`config.mk`:
```
export PLATFORM = sky130hd
export DESIGN_NAME = xml_entity_decoder
export DESIGN_NICKNAME = d
export VERILOG_FILES = /design/src/rtl/xed_pkg.sv /design/src/rtl/xed_scan.sv /design/src/rtl/xml_entity_decoder.sv
export SDC_FILE = /design/constraint.sdc
export NUM_CORES = 1
export LEC_CHECK = 0
export ABC_AREA = 1
export ABC_CLOCK_PERIOD_IN_PS = 7100
export BUFFER_PORTS_ARGS = -buffer_cell sky130_fd_sc_hd__buf_4
export CAP_MARGIN = 20
export CORE_MARGIN = 10
export CORE_UTILIZATION = 58
export DETAILED_ROUTE_END_ITERATION = 16
export PLACE_DENSITY = 0.78
export SYNTH_ARGS = -nofsm -noshare
export SYNTH_HDL_FRONTEND = slang
export SYNTH_SLANG_ARGS = --single-unit
export TNS_END_PERCENT = 20
```
`constraint.sdc`:
```
create_clock -name clk -period 7.1 [get_ports clk]
set_input_delay 1.42 -clock clk [delete_from_list [all_inputs] [get_ports clk]]
set_output_delay 1.42 -clock clk [all_outputs]
set_load 0.01 [all_outputs]
```
`src/rtl/xed_pkg.sv`:
```
// Shared types and constants for the XML entity decoder.
// Used by xed_scan and xml_entity_decoder; no dependencies.
package xed_pkg;

  // Default reference window depth, '&' included
  localparam int WINDOW_DEF = 12;

  // Code point and accumulator widths
  localparam int CP_W  = 21;
  localparam int ACC_W = 25;

  // Character codes
  localparam logic [7:0] CH_AMP  = 8'h26;
  localparam logic [7:0] CH_SEMI = 8'h3B;
  localparam logic [7:0] CH_HASH = 8'h23;
  localparam logic [7:0] CH_X_LO = 8'h78;
  localparam logic [7:0] CH_X_UP = 8'h58;

  // Code point limits
  localparam logic [CP_W-1:0] CP_MAX = 21'h10FFFF;
  localparam logic [CP_W-1:0] CP_SAT = 21'h110000;
  localparam logic [CP_W-1:0] SUR_LO = 21'h00D800;
  localparam logic [CP_W-1:0] SUR_HI = 21'h00DFFF;

  // UTF-8 lead and continuation marks
  localparam logic [7:0] UTF_LEAD2 = 8'hC0;
  localparam logic [7:0] UTF_LEAD3 = 8'hE0;
  localparam logic [7:0] UTF_LEAD4 = 8'hF0;
  localparam logic [7:0] UTF_CONT  = 8'h80;
  localparam logic [5:0] UTF_MASK  = 6'h3F;

  // Decoder sequencer states
  typedef enum logic [2:0] {
    ST_IDLE,
    ST_TAKE,
    ST_VERB,
    ST_SEMI,
    ST_UTF,
    ST_FLUSH,
    ST_FIN
  } state_t;

  // Scanner verdict on the open reference
  typedef struct packed {
    logic            name_hit;
    logic [7:0]      name_char;
    logic            num_hit;
    logic [CP_W-1:0] cp;
  } scan_res_t;

endpackage

```
`src/rtl/xed_scan.sv`:
```
// Reference scanner: tracks name matches and the numeric value as bytes
// enter the window. Depends on xed_pkg.
module xed_scan
  import xed_pkg::*;
#(
  parameter int WINDOW = WINDOW_DEF,
  localparam int IW = $clog2(WINDOW)
) (
  input  logic          clk,
  input  logic          push,
  input  logic [7:0]    push_byte,
  input  logic [IW-1:0] len,
  output scan_res_t     res
);

  typedef enum logic [2:0] {
    ENT_AMP,
    ENT_LT,
    ENT_GT,
    ENT_QUOT,
    ENT_APOS
  } ent_t;

  localparam int NUM_ENT = 5;

  function automatic logic [2:0] ent_len(ent_t e);
    case (e)
      ENT_AMP:  ent_len = 3'd3;
      ENT_LT:   ent_len = 3'd2;
      ENT_GT:   ent_len = 3'd2;
      ENT_QUOT: ent_len = 3'd4;
      ENT_APOS: ent_len = 3'd4;
      default:  ent_len = 3'd0;
    endcase
  endfunction

  function automatic logic [31:0] ent_word(ent_t e);
    case (e)
      ENT_AMP:  ent_word = 32'h616D7000;
      ENT_LT:   ent_word = 32'h6C740000;
      ENT_GT:   ent_word = 32'h67740000;
      ENT_QUOT: ent_word = 32'h71756F74;
      ENT_APOS: ent_word = 32'h61706F73;
      default:  ent_word = 32'h00000000;
    endcase
  endfunction

  function automatic logic [7:0] ent_out(ent_t e);
    case (e)
      ENT_AMP:  ent_out = 8'h26;
      ENT_LT:   ent_out = 8'h3C;
      ENT_GT:   ent_out = 8'h3E;
      ENT_QUOT: ent_out = 8'h22;
      ENT_APOS: ent_out = 8'h27;
      default:  ent_out = 8'h00;
    endcase
  endfunction

  logic [NUM_ENT-1:0] match_r, match_nxt;
  logic               num_ok_r;
  logic               hex_r;
  logic               dig_r;
  logic [CP_W-1:0]    v_r;

  logic               is_dec, is_lo, is_up, dig_ok, is_x;
  logic [3:0]         dval;
  logic [ACC_W-1:0]   acc;
  logic [CP_W-1:0]    v_sat;

  // Compare the incoming byte against each name at its position
  always_comb begin
    ent_t        e;
    logic [31:0] w;
    for (int i = 0; i < NUM_ENT; i++) begin
      e = ent_t'(i);
      w = ent_word(e);
      match_nxt[i] = ((len == '0) || match_r[i]) && (len < IW'(ent_len(e)))
                     && (push_byte == w[8*(3 - int'(len[1:0])) +: 8]);
    end
  end

  // Digit decode and one multiply-add step
  always_comb begin
    is_dec = (push_byte >= 8'h30) && (push_byte <= 8'h39);
    is_lo  = (push_byte >= 8'h61) && (push_byte <= 8'h66);
    is_up  = (push_byte >= 8'h41) && (push_byte <= 8'h46);
    is_x   = (push_byte == CH_X_LO) || (push_byte == CH_X_UP);
    dig_ok = hex_r ? (is_dec || is_lo || is_up) : is_dec;
    dval   = is_dec ? push_byte[3:0] : (push_byte[3:0] + 4'd9);
    if (hex_r) begin
      acc = {v_r, 4'b0000} + ACC_W'(dval);
    end else begin
      acc = ACC_W'({v_r, 3'b000}) + ACC_W'({v_r, 1'b0}) + ACC_W'(dval);
    end
    v_sat = (acc > ACC_W'(CP_MAX)) ? CP_SAT : acc[CP_W-1:0];
  end

  // Advance the scan on each pushed byte
  always_ff @(posedge clk) begin
    if (push) begin
      match_r <= match_nxt;
      if (len == '0) begin
        num_ok_r <= (push_byte == CH_HASH);
        hex_r    <= 1'b0;
        dig_r    <= 1'b0;
        v_r      <= '0;
      end else if ((len == IW'(1)) && is_x) begin
        hex_r <= 1'b1;
      end else if (dig_ok) begin
        v_r   <= v_sat;
        dig_r <= 1'b1;
      end else begin
        num_ok_r <= 1'b0;
      end
    end
  end

  // Resolve the verdict for the current length
  always_comb begin
    ent_t e;
    res.name_hit  = 1'b0;
    res.name_char = 8'h00;
    for (int i = 0; i < NUM_ENT; i++) begin
      e = ent_t'(i);
      if (match_r[i] && (len == IW'(ent_len(e)))) begin
        res.name_hit  = 1'b1;
        res.name_char = ent_out(e);
      end
    end
    res.cp      = v_r;
    res.num_hit = (len != '0) && num_ok_r && dig_r && (v_r != '0) && (v_r <= CP_MAX)
                  && !((v_r >= SUR_LO) && (v_r <= SUR_HI));
  end

endmodule

```
`src/rtl/xml_entity_decoder.sv`:
```
// Top level of the XML entity decoder: window, take sequencer, output stage.
// Depends on xed_pkg and xed_scan.
//
//   channel | ports                                    | direction
//   --------+------------------------------------------+----------
//   input   | in_valid, in_stall, in_byte, in_last     | in
//   result  | out_valid, out_stall, out_byte, out_last | out
//
// One request at a time: accept, then a pass through ST_TAKE per byte handled (a literal,
// a named character or the overflow '&' leaves in that pass), ST_VERB, ST_SEMI, ST_UTF
// or ST_FLUSH for each further emitted byte, then ST_FIN to close the request.
// A window overflow replays the buffered bytes through the single window read
// port, one at a time, each one taken again in ST_TAKE.
// Reset (rst_n low, synchronous) empties the window; no clearing pass is needed.
// A stalled output holds the sequencer whenever a new byte must be emitted while one
// is still held back, or the request closes with a byte still held back.
module xml_entity_decoder
  import xed_pkg::*;
#(
  parameter int WINDOW = WINDOW_DEF
) (
  input  logic       clk,
  input  logic       rst_n,
  input  logic       in_valid,
  output logic       in_stall,
  input  logic [7:0] in_byte,
  input  logic       in_last,
  output logic       out_valid,
  input  logic       out_stall,
  output logic [7:0] out_byte,
  output logic       out_last
);

  localparam int IW = $clog2(WINDOW);
  localparam int FW = $clog2(WINDOW + 1);

  // Byte k of an n-byte UTF-8 sequence (nm1 = n - 1)
  function automatic logic [7:0] utf8_byte(logic [CP_W-1:0] cp, logic [1:0] nm1,
                                           logic [1:0] k);
    int              s;
    logic [CP_W-1:0] sh;
    logic [7:0]      b;
    s  = 6 * (int'(nm1) - int'(k));
    sh = cp >> s;
    b  = 8'h00;
    if (k == 2'd0) begin
      case (nm1)
        2'd0:    b = sh[7:0];
        2'd1:    b = UTF_LEAD2 | sh[7:0];
        2'd2:    b = UTF_LEAD3 | sh[7:0];
        2'd3:    b = UTF_LEAD4 | sh[7:0];
        default: b = 8'h00;
      endcase
    end else begin
      b = UTF_CONT | {2'b00, sh[5:0] & UTF_MASK};
    end
    return b;
  endfunction

  state_t          state_r, state_nxt;
  logic [7:0]      win_r [WINDOW];
  logic [FW-1:0]   fill_r, fill_nxt;
  logic [FW-1:0]   rp_r, rp_nxt;
  logic            rpl_r, rpl_nxt;
  logic [IW-1:0]   ep_r, ep_nxt;
  logic [1:0]      uk_r, uk_nxt;
  logic [7:0]      cur_byte_r;
  logic            cur_last_r;
  logic            pend_valid_r, pend_valid_nxt;
  logic [7:0]      pend_byte_r, pend_byte_nxt;
  logic            out_valid_r;
  logic [7:0]      out_byte_r;
  logic            out_last_r;

  logic            in_take;
  logic            out_free;
  logic [IW-1:0]   rd_idx;
  logic [7:0]      rd_data;
  logic            rp_last;
  logic [7:0]      tb;
  logic            fill_zero, fill_full;
  logic            act_lit, act_open, act_semi, act_push, act_ovf;
  logic            emit_req, fin_req, go, move;
  logic [7:0]      emit_byte;
  logic            ep_last, uk_last, take_done;
  logic [1:0]      ulen_m1;
  logic [FW-1:0]   fill_m1;
  logic            win_we;
  logic [IW-1:0]   win_wa;
  logic            scan_push;
  scan_res_t       scan_res;

  xed_scan #(.WINDOW(WINDOW)) u_scan (
    .clk       (clk),
    .push      (scan_push),
    .push_byte (tb),
    .len       (fill_m1[IW-1:0]),
    .res       (scan_res)
  );

  // Decode the byte under take and the emit request
  always_comb begin
    in_take   = in_valid && (state_r == ST_IDLE);
    out_free  = !out_valid_r || !out_stall;
    rd_idx    = (state_r == ST_TAKE) ? rp_r[IW-1:0] : ep_r;
    rd_data   = win_r[rd_idx];
    rp_last   = (rp_r == FW'(WINDOW));
    tb        = (rpl_r && !rp_last) ? rd_data : cur_byte_r;
    fill_zero = (fill_r == '0);
    fill_full = (fill_r == FW'(WINDOW));
    fill_m1   = fill_r - FW'(1);
    act_lit   = fill_zero && (tb != CH_AMP);
    act_open  = fill_zero && (tb == CH_AMP);
    act_semi  = !fill_zero && (tb == CH_SEMI);
    act_push  = !fill_zero && (tb != CH_SEMI) && !fill_full;
    act_ovf   = !fill_zero && (tb != CH_SEMI) && fill_full;
    if (scan_res.cp < 21'h000080)      ulen_m1 = 2'd0;
    else if (scan_res.cp < 21'h000800) ulen_m1 = 2'd1;
    else if (scan_res.cp < 21'h010000) ulen_m1 = 2'd2;
    else                               ulen_m1 = 2'd3;
    ep_last = ((FW'(ep_r) + FW'(1)) == fill_r);
    uk_last = (uk_r == ulen_m1);

    emit_req  = 1'b0;
    emit_byte = 8'h00;
    case (state_r)
      ST_TAKE: begin
        emit_req = act_lit || act_ovf || (act_semi && scan_res.name_hit);
        if (act_lit)      emit_byte = tb;
        else if (act_ovf) emit_byte = CH_AMP;
        else              emit_byte = scan_res.name_char;
      end
      ST_VERB, ST_FLUSH: begin
        emit_req  = 1'b1;
        emit_byte = rd_data;
      end
      ST_SEMI: begin
        emit_req  = 1'b1;
        emit_byte = CH_SEMI;
      end
      ST_UTF: begin
        emit_req  = 1'b1;
        emit_byte = utf8_byte(scan_res.cp, ulen_m1, uk_r);
      end
      default: begin
        emit_req  = 1'b0;
        emit_byte = 8'h00;
      end
    endcase
    fin_req   = (state_r == ST_FIN);
    go        = !((emit_req || fin_req) && pend_valid_r) || out_free;
    move      = go && (emit_req || fin_req) && pend_valid_r;
    take_done = go && (((state_r == ST_TAKE)
                        && (act_lit || act_open || act_push
                            || (act_semi && scan_res.name_hit)))
                       || (state_r == ST_SEMI)
                       || ((state_r == ST_UTF) && uk_last));
    scan_push = (state_r == ST_TAKE) && go && act_push;
  end

  // Next state
  always_comb begin
    state_nxt = state_r;
    case (state_r)
      ST_IDLE: begin
        if (in_valid) state_nxt = ST_TAKE;
      end
      ST_TAKE: begin
        if (go && act_semi && !scan_res.name_hit) begin
          state_nxt = scan_res.num_hit ? ST_UTF : ST_VERB;
        end
      end
      ST_VERB: begin
        if (go && ep_last) state_nxt = ST_SEMI;
      end
      ST_FLUSH: begin
        if (go && ep_last) state_nxt = ST_FIN;
      end
      ST_FIN: begin
        if (go) state_nxt = ST_IDLE;
      end
      default: state_nxt = state_r;
    endcase
    if (take_done) begin
      if (rpl_r && !rp_last)                  state_nxt = ST_TAKE;
      else if (cur_last_r && fill_nxt != '0)  state_nxt = ST_FLUSH;
      else                                    state_nxt = ST_FIN;
    end
  end

  // Datapath next values
  always_comb begin
    fill_nxt       = fill_r;
    rp_nxt         = rp_r;
    rpl_nxt        = rpl_r;
    ep_nxt         = ep_r;
    uk_nxt         = uk_r;
    pend_valid_nxt = pend_valid_r;
    pend_byte_nxt  = pend_byte_r;
    win_we         = 1'b0;
    win_wa         = fill_r[IW-1:0];

    case (state_r)
      ST_IDLE: begin
        if (in_valid) rpl_nxt = 1'b0;
      end
      ST_TAKE: begin
        if (go) begin
          if (act_open) begin
            win_we   = 1'b1;
            win_wa   = '0;
            fill_nxt = FW'(1);
          end else if (act_push) begin
            win_we   = 1'b1;
            fill_nxt = fill_r + FW'(1);
          end else if (act_semi) begin
            if (scan_res.name_hit) begin
              fill_nxt = '0;
            end else if (scan_res.num_hit) begin
              fill_nxt = '0;
              uk_nxt   = '0;
            end else begin
              ep_nxt = '0;
            end
          end else if (act_ovf) begin
            fill_nxt = '0;
            rpl_nxt  = 1'b1;
            rp_nxt   = FW'(1);
          end
        end
      end
      ST_VERB: begin
        if (go && !ep_last) ep_nxt = ep_r + IW'(1);
      end
      ST_SEMI: begin
        if (go) fill_nxt = '0;
      end
      ST_UTF: begin
        if (go) uk_nxt = uk_r + 2'd1;
      end
      ST_FLUSH: begin
        if (go) begin
          if (ep_last) fill_nxt = '0;
          else         ep_nxt   = ep_r + IW'(1);
        end
      end
      ST_FIN: begin
        if (go) pend_valid_nxt = 1'b0;
      end
      default: begin
        fill_nxt = fill_r;
      end
    endcase

    // Advance the replay after each completed take
    if (take_done) begin
      ep_nxt = '0;
      if (rpl_r) begin
        if (rp_last) rpl_nxt = 1'b0;
        else         rp_nxt  = rp_r + FW'(1);
      end
    end

    // Hold one byte back so the final one can carry out_last
    if (go && emit_req) begin
      pend_valid_nxt = 1'b1;
      pend_byte_nxt  = emit_byte;
    end
  end

  // Control registers
  always_ff @(posedge clk) begin
    if (!rst_n) begin
      state_r      <= ST_IDLE;
      fill_r       <= '0;
      rpl_r        <= 1'b0;
      pend_valid_r <= 1'b0;
      out_valid_r  <= 1'b0;
    end else begin
      state_r      <= state_nxt;
      fill_r       <= fill_nxt;
      rpl_r        <= rpl_nxt;
      pend_valid_r <= pend_valid_nxt;
      if (move)           out_valid_r <= 1'b1;
      else if (out_free)  out_valid_r <= 1'b0;
    end
  end

  // Payload registers
  always_ff @(posedge clk) begin
    rp_r        <= rp_nxt;
    ep_r        <= ep_nxt;
    uk_r        <= uk_nxt;
    pend_byte_r <= pend_byte_nxt;
    if (in_take) begin
      cur_byte_r <= in_byte;
      cur_last_r <= in_last;
    end
    if (win_we) win_r[win_wa] <= tb;
    if (move) begin
      out_byte_r <= pend_byte_r;
      out_last_r <= fin_req && cur_last_r;
    end
  end

  assign in_stall  = (state_r != ST_IDLE);
  assign out_valid = out_valid_r;
  assign out_byte  = out_byte_r;
  assign out_last  = out_last_r;

endmodule

```
; ---- Yosys cells after proc, flatten, opt, wreduce, memory -nomap -nowiden
; Memories as Yosys holds them, arrays and structs flattened.
; Cells that the tools add are included.
[op_classes]
n_addsub = 11
multipliers = 1
n_div = 0
order_cmp = 16
n_eq_ne = 47
shift = 6
n_mux = 100
n_bitwise = 0
reduce_logical = 102
[ops]
columns = operator, count
row1 = 32-bit by 32-bit variable part select with 8-bit output (first input constant), 5
row2 = 4-bit 2-to-1 mux, 33
row3 = 8-bit one-hot mux with 4 select lines, 2
row4 = 21-bit 2-to-1 mux, 3
row5 = 25-bit by 4-bit adder with 25-bit output, 2
row6 = 1-bit logical AND, 49
row7 = 9-bit 2-to-1 mux, 5
row8 = 8-bit equality test, 5
row9 = 8-bit 2-to-1 mux, 4
row10 = 21-bit by 32-bit right shift with 8-bit output, 1
row11 = 1-bit 2-to-1 mux, 28
row12 = 24-bit by 22-bit adder with 25-bit output, 1
row13 = 25-bit by 21-bit greater-than comparator with 1-bit output (second input constant), 1
row14 = 25-bit 2-to-1 mux, 1
row15 = 8-bit by 6-bit equality test with 1-bit output (second input constant), 3
row16 = 3-bit 2-to-1 mux, 8
row17 = 2-bit != test (second input constant), 12
row18 = 4-bit one-hot mux with 3 select lines, 2
row19 = 21-bit by 16-bit greater-or-equal comparator with 1-bit output (second input constant), 1
row20 = 21-bit by 16-bit <= comparator with 1-bit output (second input constant), 1
row21 = 21-bit <= comparator (second input constant), 1
row22 = 21-bit by 12-bit less-than comparator with 1-bit output (second input constant), 1
row23 = 21-bit by 17-bit less-than comparator with 1-bit output (second input constant), 1
row24 = 21-bit by 8-bit less-than comparator with 1-bit output (second input constant), 1
row25 = other kinds (51), 112
[totals]
regBits = 75
latch_bits = 0
ramBits = 96
rom_bits = 0
in_bits = 13
out_inout_bits = 11
wordCells = 302
n_memories = 1
[memory_table]
columns = name, depth, word_bits, read_ports, rd_ports_with_merged_regs, wr, line_no
row1 = win_r, 12, 8, 1, 0, 1, xml_entity_decoder.sv:61  ; logic [7:0] win_r [WINDOW];

; ---- Logic depth before layout (Yosys ltp)
[depth]
ltp_word = 22
depth_mapped = 47

; ---- Cells and area by module
; From an unflattened synthesis, not the netlist that was laid out.
[unflattened]
hier_cells = 1424
area_unflattened_um2 = 11584.9
[by_module_without_submodules]
columns = mod, instances, cells_per_inst, area_each_um2, seq_area_each_um2
row1 = xml_entity_decoder, 1, 867, 7683.6, 4083.9
row2 = xed_scan, 1, 557, 3901.2, 870.8

; ---- Worst setup path after synthesis
; No wires, ideal clock.
[synth_timing]
path_kind = register -> register
startpoint = reg state_r[1]
endpoint = reg u_scan.v_r[10], data pin
setup_ns = 0.265
arrival_time_ns = 7.055
t_required_ns = 6.835
path_slack_ns = -0.220
path_stages_with_launch = 41
path_buffers = 4
period_less_slack_ns = 7.320
cell_sequence = dfxtp_1 > nor2_4 > nand3_2 > nand2_2 > buf_6 > buf_4 > clkbuf_1 > nor2_1 > o221ai_1 > o21ai_0 > o21ai_0 > nand2_1 > o21ai_1 > inv_1 > ha_1 > inv_1 > nor2_1 > o31ai_1 > (+5 left out) > o21ai_0 > nor2_1 > nor2_1 > or2_1 > a21oi_1 > o21ai_1 > nand2_1 > nand2_1 > a21boi_0 > o21ai_1 > a21boi_0 > o21ai_0 > xnor2_1 > nand4_1 > nand2_1 > nand3_1 > clkbuf_1 > nor2_1
[synth_between]
elab_chain_len = 13
elab_cells_between_ends = 16
classes_between = add/sub: 3 / order compare: 3 / eq/ne: 1 / mux: 7 / reduce/logical: 1 / memory: 1
[synth_lines]
columns = item, line_no
row1 = from (decl), xml_entity_decoder.sv:60  ; state_t state_r, state_nxt;
row2 = from (signal assigned), xml_entity_decoder.sv:280  ; state_r <= state_nxt;
row3 = 3-bit by 1-bit equality test with 1-bit output *, xml_entity_decoder.sv:105  ; rd_idx = (state_r == ST_TAKE) ? rp_r[IW-1:0] : ep_r;
row4 = 4-bit 2-to-1 mux *, xml_entity_decoder.sv:105
row5 = memory read 12 x 8 bit *, n/a
row6 = 8-bit 2-to-1 mux *, xml_entity_decoder.sv:108  ; tb = (rpl_r && !rp_last) ? rd_data : cur_byte_r;
row7 = net tb[0], xml_entity_decoder.sv:80  ; logic [7:0] tb;
row8 = 8-bit by 6-bit greater-or-equal comparator with 1-bit output / 8-bit by 6-bit <= comparator with 1-bit output (equally long branches), xed_scan.sv:84  ; is_dec = (push_byte >= 8'h30) && (push_byte <= 8'h39);
row9 = 1-bit logical AND, xed_scan.sv:84
row10 = 4-bit 2-to-1 mux *, xed_scan.sv:89  ; dval = is_dec ? push_byte[3:0] : (push_byte[3:0] + 4'd9);
row11 = 25-bit by 4-bit adder with 25-bit output (on tied branches), "xed_scan.sv:93, xed_scan.sv:91"
row12 = 25-bit 2-to-1 mux *, xed_scan.sv:90  ; if (hex_r) begin
row13 = 25-bit by 21-bit greater-than comparator with 1-bit output, xed_scan.sv:95  ; v_sat = (acc > ACC_W'(CP_MAX)) ? CP_SAT : acc[CP_W-1:0];
row14 = 21-bit 2-to-1 mux *, xed_scan.sv:95
row15 = 21-bit 2-to-1 mux *, xed_scan.sv:109  ; end else if (dig_ok) begin
row16 = 21-bit 2-to-1 mux *, xed_scan.sv:107  ; end else if ((len == IW'(1)) && is_x) begin
row17 = to (signal assigned), xed_scan.sv:110  ; v_r <= v_sat;
row18 = to (decl), xed_scan.sv:63  ; logic [CP_W-1:0] v_r;
; Mark *: on every way through the listed nets, which the timed path passes. The rest lies on a longest branch. The select of a mux whose other input is x is not followed.
; A chain may end at the register's enable or synchronous reset.

; ---- Worst setup path in the final report
[layout_timing]
startpoint = reg state_r[2]
endpoint = reg u_scan.v_r[15], data pin
; The elaborated chain is that of the path after synthesis.

==> out/metrics.yaml <==
io_pins: 24
max_slew.worst_pin.slew_ns: 1.04
dieArea_um2: 24100
critPathKind: "reg -> reg"
hpwl_um: 20400
antenna_found_initial: 0
cts_buffers: 17
utilization: 0.655
clockBufferDepth: 2
p_leak_nw: 4.93
grt_use_total: 0.228
status: "finished, final reports clean"
instances_no_fill: 1523
synth_top_area_frac: 0.434
skew_ns: 0.0100
drtIter0Drc: 1143
synth_area_per_cell_um2: 8.49
multi_input_area_um2: 4980
powerDensity_nw_per_um2: 360
ys_types: 53
first_pass_iters: 7
fp.coreArea_um2: 18000
first_global_vias: 8511
cts_root_buffer: "clkbuf_16"
holdBufCountCts: 0
placed_area_um2: 11000
hp-class: "reg -> reg"
grt_pass1_wl_um: 44300
die_y_um: 155
fin_ws_ns: 0.522
final_nets: 1359
cts_max_level: 4
drt-wirelength-per-cell_um: 18.4
cts_tree: "done"
hold_viol: 0
arrival_ns: 6.87
slowest_delay_ns: 0.48
setup_violations: 0
drt-total-wl_um: 28000
grt_overflow: 0
synth_seq_cells: 171
synth_most_common_cell: "nand2_1"
setup-tns-final_ns: 0
end_kind: "register"
fillerInstances: 1498
final-seq-area_um2: 4950
period_needed_ns: 6.58
stdcell_area_um2: 11800
period_share: 0.926
worstPathMaxFanout: 22
synthFlopType: "edfxtp_1"
initial_core_util: 0.589
clkTransAtPathRegs_ns: 0.07
clkLatencyLatePin_ns: 0.43
drc: 0
seq_area_frac_synth: 0.468
finalMaxSlewViolations: 0
timing.critical_path.mode_cell: "nand2_1"
die-width_um: 155
syn_to_final_growth_pct: 11.1
syn_inst: 1247
worst_setup_path_start_kind: "register"
diodes: 0
synth_area_leaders: "edfxtp_1, nand2_1, ha_1, nand3_1, inv_1"
vias_per_cell: 6.00
ys_top_cells_by_count: "nand2_1, edfxtp_1, inv_1, nand3_1, nor2_1"
layout-drive-gt1-share: 0.103
vias: 9136
pre_cts_slack_ns: -0.0702
yosysWarnings: 0
critical_path.slowest_cell: "fa_1"
netlist_area_um2: 10600
fmax_ghz: 0.152
placed_cells: 1483
cp_num_buf_inv: 4
rows: 49
clkSinkCount: 171
synth_edf_count: 153
final_antenna_net_count: 0
grt_max_degree: 35
ys_async_sr_fraction: 0
syn_nets: 1325
drv_cap: 0
gp_congestion: 1.05
power_mw: 4.23
synth_top_cell_by_area: "edfxtp_1"
holdWs_ns: 0.426
required_ns: 7.39
ir_worst_vdd_uv: 296
slew_headroom: 0.302
cp_top_family: "simple AND/OR/NAND/NOR gates"
port_buffers: 23
-- flip-flops by register name, indices dropped and copies added (netlist names), 2 cells and up --
signal / cells
win_r: 96
u_scan.v_r: 21
cur_byte_r: 8
out_byte: 8
pend_byte_r: 8
u_scan.match_r: 5
ep_r: 4
fill_r: 4
rp_r: 4
state_r: 3
uk_r: 2
-- logic make-up (layout without fill, tap and decap cells) --
logic type	after synthesis	count (layout)	share of synthesized area
AO/OA/AOI/OAI	220	220	0.123
flip-flops	171	171	0.468
XOR/XNOR	23	23	0.0190
adder cells (fa/ha/maj)	65	65	0.0789
buffers and inverters	186	232	0.0703
AND/OR/NAND/NOR	582	583	0.241
-- final timing paths --
check | startpoint | to | slack (ns) | cells past startpoint
max | state_r[2]$_SDFFE_PN0P_ | u_scan.v_r[15]$_SDFFCE_PP0P_ | 0.52 | 38
min | pend_byte_r[3]$_DFFE_PP_ | out_byte[3]$_DFFE_PP_ | 0.43 | 0
max reg2reg | state_r[2]$_SDFFE_PN0P_ | u_scan.v_r[15]$_SDFFCE_PP0P_ | 0.52 | 38
min reg2reg | pend_byte_r[3]$_DFFE_PP_ | out_byte[3]$_DFFE_PP_ | 0.43 | 0
-- final cells by class --
type,count,area share
Inverter,150,0.0479
Sequential cell,171,0.421
Timing Repair Buffer,50,0.0360
Clock inverter,15,0.0113
Multi-Input combinational cell,891,0.423
Tap cell,229,0.0244
Clock buffer,17,0.0362
-- metal layers --
layer	up-vias	wire [um]	track usage
met1	4290	12100	0.319
met5	-	0	0
met4	0	392	0.0540
li1	4363	-	-
met3	32	2870	0.0554
met2	451	12600	0.349
-- layout by cell type (no fill, tap or decap), drive strengths merged, types with 3 or more instances in the layout --
cell / Yosys / routed
o31ai: 5 / 5
nor3: 13 / 13
nor2: 125 / 125
inv: 148 / 155
clkinv: 2 / 6
nand4: 14 / 14
nand3: 135 / 135
xnor2: 9 / 9
o211ai: 10 / 10
a2111oi: 3 / 3
fa: 3 / 3
ha: 62 / 62
nand2: 275 / 276
or2: 10 / 10
nor4: 8 / 8
o22ai: 13 / 13
a31oi: 7 / 7
o21ai: 102 / 102
clkinvlp: 0 / 4
xor2: 14 / 14
buf: 15 / 50
o221ai: 4 / 4
o2111ai: 4 / 4
dfxtp: 18 / 18
a21oi: 54 / 54
a211oi: 7 / 7
clkbuf: 21 / 17
edfxtp: 153 / 153
-- power breakdown --
part | internal [mW] | switching (mW) | leakage [nW]
logic | 0.631 | 1.34 | 3.13
clock network | 0.460 | 0.422 | 0.263
registers | 1.31 | 0.0724 | 1.53
total | 2.40 | 1.83 | 4.93
-- timing repair --
action                                 CTS  global route
cloned                                   0             1
setup endpoints to repair               19            21
buffers inserted                         0             7
pin swaps                                0             3
endpoints found under the hold margin    0             0
gates resized for setup                  2            22
No activity file was read; power rests on OpenSTA's default activity.
